## config.mk

```make
export PLATFORM = sky130hd
export DESIGN_NAME = four_register_alu_machine
export DESIGN_NICKNAME = d
export VERILOG_FILES = /design/src/fram_pkg.sv /design/src/fram_ctrl.sv /design/src/fram_dpath.sv /design/src/four_register_alu_machine.sv
export SDC_FILE = /design/constraint.sdc
export NUM_CORES = 2
export LEC_CHECK = 0
export ABC_AREA = 0
export BUFFER_PORTS_ARGS = -buffer_cell sky130_fd_sc_hd__buf_2
export CAP_MARGIN = 5
export CORE_MARGIN = 1
export CORE_UTILIZATION = 40
export DETAILED_ROUTE_END_ITERATION = 6
export GPL_TIMING_DRIVEN = 1
export PLACE_DENSITY = 0.62
export SYNTH_ARGS = -nofsm -noshare
export SYNTH_HDL_FRONTEND = slang
export SYNTH_HIERARCHICAL = 1
export SYNTH_SLANG_ARGS = --single-unit
```

## constraint.sdc

```tcl
create_clock -name clk -period 15.8 [get_ports clk]
set_input_delay 1.58 -clock clk [delete_from_list [all_inputs] [get_ports clk]]
set_output_delay 1.58 -clock clk [all_outputs]
set_load 0.01 [all_outputs]
```

## src/fram_pkg.sv

```systemverilog
// shared types, constants and codes for the four register alu machine
package fram_pkg;

  localparam int DefDataWidth = 64;
  localparam int DefNumRegs   = 4;
  localparam int FieldWidth   = 64;

  // operation codes
  localparam logic [2:0] FUNC_LOAD = 3'd0;
  localparam logic [2:0] FUNC_ADD  = 3'd1;
  localparam logic [2:0] FUNC_MUL  = 3'd2;
  localparam logic [2:0] FUNC_DIV  = 3'd3;
  localparam logic [2:0] FUNC_MOD  = 3'd4;
  localparam logic [2:0] FUNC_EQL  = 3'd5;
  // unused codes, executed as no operation
  localparam logic [2:0] FUNC_RSV6 = 3'd6;
  localparam logic [2:0] FUNC_RSV7 = 3'd7;

  typedef struct packed {
    logic [2:0]             func;
    logic [1:0]             dest_reg;
    logic                   use_immediate;
    logic [1:0]             src_reg;
    logic [FieldWidth-1:0]  immediate_value;
    logic [FieldWidth-1:0]  input_value;
    logic                   first_of_program;
  } fram_in_t;

  typedef struct packed {
    logic [FieldWidth-1:0] reg_w;
    logic [FieldWidth-1:0] reg_x;
    logic [FieldWidth-1:0] reg_y;
    logic [FieldWidth-1:0] reg_z;
    logic                  fault;
  } fram_out_t;

  typedef enum logic [2:0] {
    ST_IDLE,
    ST_OPER,
    ST_MUL,
    ST_DIV,
    ST_DONE
  } fram_state_t;

  // controller to datapath
  typedef struct packed {
    logic load_item;   // capture word, apply program start
    logic fetch;       // read operands, start unit
    logic mul_step;    // one multiplier partial product
    logic div_step;    // one divider bit
    logic write_back;  // write destination, fill result
  } fram_cmd_t;

  // datapath to controller
  typedef struct packed {
    logic is_mul;
    logic is_div;
    logic mul_last;
    logic div_last;
  } fram_stat_t;

endpackage

```

## src/fram_ctrl.sv

```systemverilog
// controller state machine for the four register alu machine
module fram_ctrl
  import fram_pkg::*;
(
  input  logic       clk,
  input  logic       rst,
  input  logic       in_valid,
  output logic       in_ready,
  output logic       out_valid,
  input  logic       out_ready,
  input  fram_stat_t stat,
  output fram_cmd_t  cmd
);

  fram_state_t state, state_next;

  // state register
  always_ff @(posedge clk) begin
    if (rst) begin
      state <= ST_IDLE;
    end else begin
      state <= state_next;
    end
  end

  // next state and commands
  always_comb begin
    state_next = state;
    cmd        = '0;
    in_ready   = 1'b0;
    out_valid  = 1'b0;
    unique case (state)
      ST_IDLE: begin
        in_ready = 1'b1;
        if (in_valid) begin
          cmd.load_item = 1'b1;
          state_next    = ST_OPER;
        end
      end
      ST_OPER: begin
        cmd.fetch = 1'b1;
        if (stat.is_mul) begin
          state_next = ST_MUL;
        end else if (stat.is_div) begin
          state_next = ST_DIV;
        end else begin
          cmd.write_back = 1'b1;
          state_next     = ST_DONE;
        end
      end
      ST_MUL: begin
        cmd.mul_step = 1'b1;
        if (stat.mul_last) begin
          cmd.write_back = 1'b1;
          state_next     = ST_DONE;
        end
      end
      ST_DIV: begin
        cmd.div_step = 1'b1;
        if (stat.div_last) begin
          cmd.write_back = 1'b1;
          state_next     = ST_DONE;
        end
      end
      ST_DONE: begin
        out_valid = 1'b1;
        if (out_ready) begin
          state_next = ST_IDLE;
        end
      end
      default: state_next = ST_IDLE;
    endcase
  end

endmodule

```

## src/fram_dpath.sv

```systemverilog
// datapath: register file, multiplier and divider of the alu machine
module fram_dpath
  import fram_pkg::*;
#(
  parameter int DATA_WIDTH = DefDataWidth,
  parameter int NUM_REGS   = DefNumRegs
) (
  input  logic                  clk,
  input  logic                  rst,
  input  fram_in_t              in_word,
  input  logic [FieldWidth-1:0] initial_z,
  input  fram_cmd_t             cmd,
  output fram_stat_t            stat,
  output fram_out_t             out_word
);

  localparam int DW   = DATA_WIDTH;
  localparam int RW   = (NUM_REGS > 1) ? $clog2(NUM_REGS) : 1;
  localparam int HW   = (DW + 1) / 2;
  localparam int CW   = $clog2(DW + 1);
  localparam int NOUT = 4;
  localparam logic [1:0] MulLast = 2'd2;

  logic [DW-1:0] regs [NUM_REGS];
  fram_in_t      item;
  logic [RW-1:0] d_idx;
  logic [DW-1:0] opa, opb;
  logic [DW-1:0] result;
  logic          fault;

  // multiplier state: three half-width partial products
  logic [DW-1:0] mul_acc;
  logic [1:0]    mul_phase;

  // divider state
  logic [DW-1:0] quo, rem, dvs;
  logic [CW-1:0] div_cnt;
  logic          neg_q, neg_r;

  // register index wrap, index is below four so one subtract is enough
  function automatic logic [RW-1:0] wrap_idx(input logic [1:0] r);
    return (32'(r) >= NUM_REGS) ? RW'(32'(r) - NUM_REGS) : RW'(r);
  endfunction

  logic [RW-1:0] s_idx;
  logic [DW-1:0] b_sel;
  assign s_idx = wrap_idx(item.src_reg);
  assign b_sel = item.use_immediate ? item.immediate_value[DW-1:0] : regs[s_idx];

  assign stat.is_mul   = (item.func == FUNC_MUL);
  assign stat.is_div   = (item.func == FUNC_DIV || item.func == FUNC_MOD) &&
                         (b_sel != '0) &&
                         !(regs[wrap_idx(item.dest_reg)] == {1'b1, {(DW-1){1'b0}}} &&
                           b_sel == '1);
  assign stat.mul_last = (mul_phase == MulLast);
  assign stat.div_last = (div_cnt == CW'(1));

  // divider one bit step
  logic [DW:0]   rem_sh, rem_sub;
  assign rem_sh  = {rem, quo[DW-1]};
  assign rem_sub = rem_sh - {1'b0, dvs};

  // half products: lo*lo, then hi*lo and lo*hi shifted up, hi*hi drops out
  logic [DW-1:0]   pp;
  logic [HW-1:0]   mul_x, mul_y;
  logic [2*HW-1:0] mul_prod;
  always_comb begin
    case (mul_phase)
      2'd0: begin
        mul_x = opa[HW-1:0];
        mul_y = opb[HW-1:0];
      end
      2'd1: begin
        mul_x = HW'(opa[DW-1:HW]);
        mul_y = opb[HW-1:0];
      end
      default: begin
        mul_x = opa[HW-1:0];
        mul_y = HW'(opb[DW-1:HW]);
      end
    endcase
    mul_prod = mul_x * mul_y;
    pp = (mul_phase == 2'd0) ? DW'(mul_prod) : DW'(mul_prod) << HW;
  end

  // next destination value
  always_comb begin
    result = opa;
    case (item.func)
      FUNC_LOAD: result = item.input_value[DW-1:0];
      FUNC_ADD:  result = opa + opb;
      FUNC_MUL:  result = mul_acc + pp;
      FUNC_DIV:  result = neg_q ? DW'(0) - {quo[DW-2:0], ~rem_sub[DW]} :
                                  {quo[DW-2:0], ~rem_sub[DW]};
      FUNC_MOD:  result = neg_r ? DW'(0) - (rem_sub[DW] ? rem_sh[DW-1:0] : rem_sub[DW-1:0])
                                : (rem_sub[DW] ? rem_sh[DW-1:0] : rem_sub[DW-1:0]);
      FUNC_EQL:  result = DW'(opa == opb);
      default:   result = opa;
    endcase
  end

  // item capture, register file and units
  always_ff @(posedge clk) begin
    if (rst) begin
      for (int i = 0; i < NUM_REGS; i++) regs[i] <= '0;
      fault     <= 1'b0;
      mul_phase <= '0;
      div_cnt   <= '0;
    end else begin
      if (cmd.load_item) begin
        item <= in_word;
        if (in_word.first_of_program) begin
          for (int i = 0; i < NUM_REGS; i++) regs[i] <= '0;
          if (NUM_REGS > 3) regs[3 % NUM_REGS] <= initial_z[DW-1:0];
        end
      end
      if (cmd.fetch) begin
        d_idx     <= wrap_idx(item.dest_reg);
        opa       <= regs[wrap_idx(item.dest_reg)];
        opb       <= b_sel;
        fault     <= (item.func == FUNC_DIV || item.func == FUNC_MOD) && !stat.is_div;
        mul_acc   <= '0;
        mul_phase <= '0;
        neg_q     <= regs[wrap_idx(item.dest_reg)][DW-1] ^ b_sel[DW-1];
        neg_r     <= regs[wrap_idx(item.dest_reg)][DW-1];
        quo       <= regs[wrap_idx(item.dest_reg)][DW-1] ?
                     DW'(0) - regs[wrap_idx(item.dest_reg)] : regs[wrap_idx(item.dest_reg)];
        dvs       <= b_sel[DW-1] ? DW'(0) - b_sel : b_sel;
        rem       <= '0;
        div_cnt   <= CW'(DW);
      end
      if (cmd.mul_step && !cmd.write_back) begin
        mul_acc   <= mul_acc + pp;
        mul_phase <= mul_phase + 2'd1;
      end
      if (cmd.div_step && !cmd.write_back) begin
        rem     <= rem_sub[DW] ? rem_sh[DW-1:0] : rem_sub[DW-1:0];
        quo     <= {quo[DW-2:0], ~rem_sub[DW]};
        div_cnt <= div_cnt - CW'(1);
      end
      if (cmd.write_back) begin
        if (cmd.fetch) begin
          regs[wrap_idx(item.dest_reg)] <= (item.func == FUNC_LOAD) ?
              item.input_value[DW-1:0] :
              (item.func == FUNC_ADD) ? regs[wrap_idx(item.dest_reg)] + b_sel :
              (item.func == FUNC_EQL) ? DW'(regs[wrap_idx(item.dest_reg)] == b_sel) :
              regs[wrap_idx(item.dest_reg)];
        end else begin
          regs[d_idx] <= result;
        end
      end
    end
  end

  // result word, registers sign extended
  logic [DW-1:0] outv [NOUT];
  always_comb begin
    for (int i = 0; i < NOUT; i++) begin
      outv[i] = (i < NUM_REGS) ? regs[RW'(i % NUM_REGS)] : '0;
    end
  end
  assign out_word.reg_w = FieldWidth'(signed'(outv[0]));
  assign out_word.reg_x = FieldWidth'(signed'(outv[1]));
  assign out_word.reg_y = FieldWidth'(signed'(outv[2]));
  assign out_word.reg_z = FieldWidth'(signed'(outv[3]));
  assign out_word.fault = fault;

endmodule

```

## src/four_register_alu_machine.sv

```systemverilog
// four register alu machine: runs one instruction per input word
//
// in_valid/in_ready take one instruction word (fram_in_t); out_valid/out_ready
// return one result word (fram_out_t) holding w, x, y, z and the fault flag.
// cfg_we with cfg_data writes initial_z, loaded into z when a word marks the
// start of a program. Write it only while the block is idle.
// One word at a time: a word is accepted in the idle state, its operands are
// fetched in the operate state, and load, add, equal and unused codes write
// back there; multiply forms three half-width partial products through one
// half-width multiplier, and divide and remainder use a restoring divider
// that resolves one quotient bit per cycle. The next word is taken in the
// cycle after the hand-off. Refused divides (by zero, most negative by minus
// one) skip the divider, keep the destination, set fault and write back in
// the operate state.
// Reset clears all registers, initial_z and the controller.
// While the receiver stalls the result holds and no new word is taken.
module four_register_alu_machine
  import fram_pkg::*;
#(
  parameter int DATA_WIDTH = DefDataWidth,
  parameter int NUM_REGS   = DefNumRegs
) (
  input  logic                  clk,
  input  logic                  rst,
  input  logic                  in_valid,
  output logic                  in_ready,
  input  fram_in_t              in_data,
  output logic                  out_valid,
  input  logic                  out_ready,
  output fram_out_t             out_data,
  input  logic                  cfg_we,
  input  logic [FieldWidth-1:0] cfg_data
);

  logic [FieldWidth-1:0] initial_z;
  fram_cmd_t  cmd;
  fram_stat_t stat;

  // configuration register
  always_ff @(posedge clk) begin
    if (rst) begin
      initial_z <= '0;
    end else if (cfg_we) begin
      initial_z <= cfg_data;
    end
  end

  // controller
  fram_ctrl u_ctrl (
    .clk, .rst, .in_valid, .in_ready, .out_valid, .out_ready, .stat, .cmd
  );

  // datapath
  fram_dpath #(.DATA_WIDTH(DATA_WIDTH), .NUM_REGS(NUM_REGS)) u_dpath (
    .clk, .rst, .in_word(in_data), .initial_z, .cmd, .stat, .out_word(out_data)
  );

  // a result follows an accepted word before the next is taken
  a_no_accept_busy: assert property (@(posedge clk) disable iff (rst)
    out_valid |-> !in_ready) else $error("input taken while result pending");

  // acceptance starts work, no result in the next cycle
  a_accept_busy: assert property (@(posedge clk) disable iff (rst)
    (in_valid && in_ready) |=> (!in_ready && !out_valid))
    else $error("accepted word did not start work");

  // a stalled result holds
  a_hold: assert property (@(posedge clk) disable iff (rst)
    (out_valid && !out_ready) |=> (out_valid && $stable(out_data)))
    else $error("result changed under stall");

endmodule
```

==> impl_summary.md <==
Run status
The run finished, with violations left. The checks that failed: design-rule violations.

Critical path
The data arrival at the endpoint of the critical path is 16.01 ns. The critical path capture point type is a flip-flop. The cell at the slowest stage of the critical path is sky130_fd_sc_hd__a32oi_1. The required time at the worst-slack endpoint is 16.28 ns. The worst stage delay on the critical path is 0.72 ns.

The worst setup path is launched from a flip-flop. In this design, the critical path's most frequently occurring cell is sky130_fd_sc_hd__fa_1. The largest fanout of any net on the critical path is 21. The worst setup path is of the flip-flop to flip-flop kind.

Global routing
The initial antenna violation count is 42. The number of global-route vias before repair is 86700. In the global route stage, overall resource usage came out at 40.5%. The first-pass GRT wire length is 684000 um.

The maximum number of pins on one net before global-route repair is 129. The total congestion overflow is 0.

Detailed routing
The detail-routed via count per cell is 6.35. After the first detailed-routing iteration, the DRC count stood at 11800. The total iterations of the first detailed-routing run is 7.

The routed layout has 87800 vias. Once detail routing completed, the nets flagged for antenna violations numbered 0. The average routed wire per standard cell is 36.1 um. In the routed design, unresolved DRC markers number 1. The wire length after detailed routing is 499000 um.

Layout
The area added between synthesis and finish is 10.3%. After filler insertion, the fill cell instance count of the layout stands at 23000. The library cells used most frequently in the layout, excluding fill and tap cells, are 1271 x sky130_fd_sc_hd__nor2_1, 1048 x sky130_fd_sc_hd__inv_1, 1024 x sky130_fd_sc_hd__nand2_1, 900 x sky130_fd_sc_hd__fa_1, 778 x sky130_fd_sc_hd__edfxtp_1.

The multi-input combinational cells in the finished layout cover a total of 0.0647 sq mm. In the final layout, the share of cells above drive strength 1 is 12.6%. Leaving out fill and tap cells, the most frequent cell in the layout is sky130_fd_sc_hd__nor2_1. The final layout contains 12200 nets. The sequential standard cell area is 0.0250 sq mm.

Clock tree
Once the clock tree was built, the setup fixing pass inserted 0 buffers. The clock passes through at most 3 buffers. The TritonCTS clock tree is yes. Counting the buffers created by CTS gives 99.

The level count of the clock H-tree is 3. The number of clock sinks is 859. The clock slew seen by the registers of the worst setup and hold paths is 0.06 ns.

The clock network latency to the later pin of the worst-skew pair is 0.80 ns. Clock tree synthesis selected as its root buffer the cell sky130_fd_sc_hd__clkbuf_16. The count of hold-fix buffers inserted at cts is 0.

Timing
The worst pin sits at a relative slew slack of 3.47%. Summed over all failing endpoints, the final setup total negative slack is 0 ns. The final period utilization is 98.3%. The worst-margin pin slew is 1.42 ns. The final count of negative-setup-slack endpoints is 0. Counting I/O delays and the setup requirement, the final critical path takes 15.53 ns. The worst hold slack across all endpoints is 0.471 ns. The count of final max-slew check failures is 0. Setup repair after global routing left no endpoint under its margin. Based on the critical path, the design can be clocked at up to 64.4 MHz. The worst setup skew after layout is 0.0755 ns. The final-report hold violation count is 0.

Floorplan
The standard-cell row count is 179. The initial utilization of the core area, before any placement, comes to 40.2%. The vertical die dimension is 491 um. The die is 491 um wide. The number of ports placed on the die boundary is 465. The die outline area is 0.241 sq mm. After floorplanning, the core was sized to cover 0.238 sq mm.

Synthesis
Yosys printed 6 warnings. The mean instance size in the synthesized netlist is 9.26 sq um. Yosys mapped a number of flops with a built-in enable equal to 778. For this run, asynchronously set or reset flops after synthesis account for 0%. The number of distinct library cells after synthesis is 122. The synthesis-stage register bit count is 859. The sequential-to-total area share from yosys stat is 26.1%. For this run, the leading register cell type out of synthesis is sky130_fd_sc_hd__edfxtp_1. The share of the synthesized area in the top cell type is 24.4%. By area the synthesized netlist is led by sky130_fd_sc_hd__edfxtp_1 24%, sky130_fd_sc_hd__fa_1 19%, sky130_fd_sc_hd__ha_1 6.9%. The number of nets handed over by synthesis was 12000. Synthesis handed over a netlist of 10300 instances. Summing every instance area after synthesis gives 0.0956 sq mm. The dominant cell type by area after synthesis is sky130_fd_sc_hd__edfxtp_1.

Placement
Once detailed placement completed, the half-perimeter wirelength came to 407000 um. The number of buffers added on ports is 464. At the end of routability-driven placement, the weighted congestion stood at 1.06.

Flow run
The tool flagged a number of max-cap violations equal to 0.

Worst hold path
In this run the worst hold path is classified as flip-flop to flip-flop.
-- worst paths after layout --
path	start	endpoint	slack (ns)	cells after the start
worst max-delay path	u_dpath/mul_phase[0]	u_dpath/regs[1][63]	0.27	46
worst min-delay path	u_dpath/s_idx[0]	flip-flop	0.47	1
worst max register to register	u_dpath/mul_phase[0]	u_dpath/regs[1][63]	0.27	46
worst min register to register	u_dpath/s_idx[0]	flip-flop	0.47	1
-- cell families after synthesis --
kind of cell / count (synthesis) / share of synthesized area (%)
AND/OR/NAND/NOR: 3242 / 15.2
AO/OA/AOI/OAI: 2180 / 14.9
buffers and inverters: 1652 / 6.73
adder cells (fa/ha/maj): 1431 / 25.8
flip-flops: 859 / 26.1
multiplexers: 484 / 6.94
XOR/XNOR: 474 / 4.34
-- Yosys cell counts (all sizes together), types with 97 or more instances --
master / instances
mux2i: 234
buf: 106
clkbuf: 494
o21ai: 539
ha: 531
xor2: 155
nor3: 148
xnor2: 319
mux2: 121
nor2: 1289
and2: 121
fa: 900
mux4: 129
edfxtp: 778
nand3: 97
nor4: 101
a21o: 177
nand2: 1037
a21oi: 574
inv: 1049
nand4: 126
-- stage by stage --
stage          instance area, sq um  setup slack (ns)  instances  utilization, %
2_1_floorplan                 95600              3.57      10300               -
3_3_place_gp                 102000             0.744      13600            42.9
3_5_place_dp                 102000             0.471      13600            42.9
4_1_cts                      105000             0.444      13800            44.4
5_1_grt                      105000            0.0279      13800            44.4
6_report                     105000             0.270      13800            44.4
-- registers in the layout, summed over array words and instances, names as in the netlist, 64 cells and up, named ones only --
name	count
u_dpath/mul_acc	64
u_dpath/item	134
u_dpath/opa	64
u_dpath/rem	64
u_dpath/opb	64
u_dpath/quo	64
initial_z	64
u_dpath/regs	256
-- critical path: cells and delay by family (launching register included) --
| kind | cells | cell delay (ns) |
|---|---|---|
| DFF | 1 | 0.40 |
| muxes | 2 | 0.93 |
| and+or+nand+nor | 9 | 2.39 |
| buffers and inverters | 8 | 1.20 |
| xor gates and xnor gates | 3 | 0.65 |
| adders and majority gates | 11 | 5.08 |
| AOI/OAI and AO/OA | 13 | 4.57 |
-- cell type report --
class                      instances  area share [%]
clock buffer                     128            2.59
clock inverter                    57           0.654
multi-input combinational       7811            61.3
tap                             3167            3.76
antenna                           22          0.0522
sequential                       859            23.7
timing repair buffer             732            4.16
inverter                        1052            3.74
-- per-layer routing --
metal	routed length, um	GRT usage (%)	share of wire, %	up-vias
met5	103	0.0992	0.021	-
met4	45000	30.3	9.0	16
met3	53700	10.0	11	1383
met2	222000	63.4	44	5952
met1	179000	48.3	36	44100
li1	-	-	-	36400
-- what timing repair did --
item	4_1_cts	5_1_grt
endpoints found under the setup margin	0	14
hold endpoints to repair	0	0
gates resized for setup	0	1
Power is not shown: default switching activity piles up to over one toggle a cycle in this logic, so the estimate is an artifact.
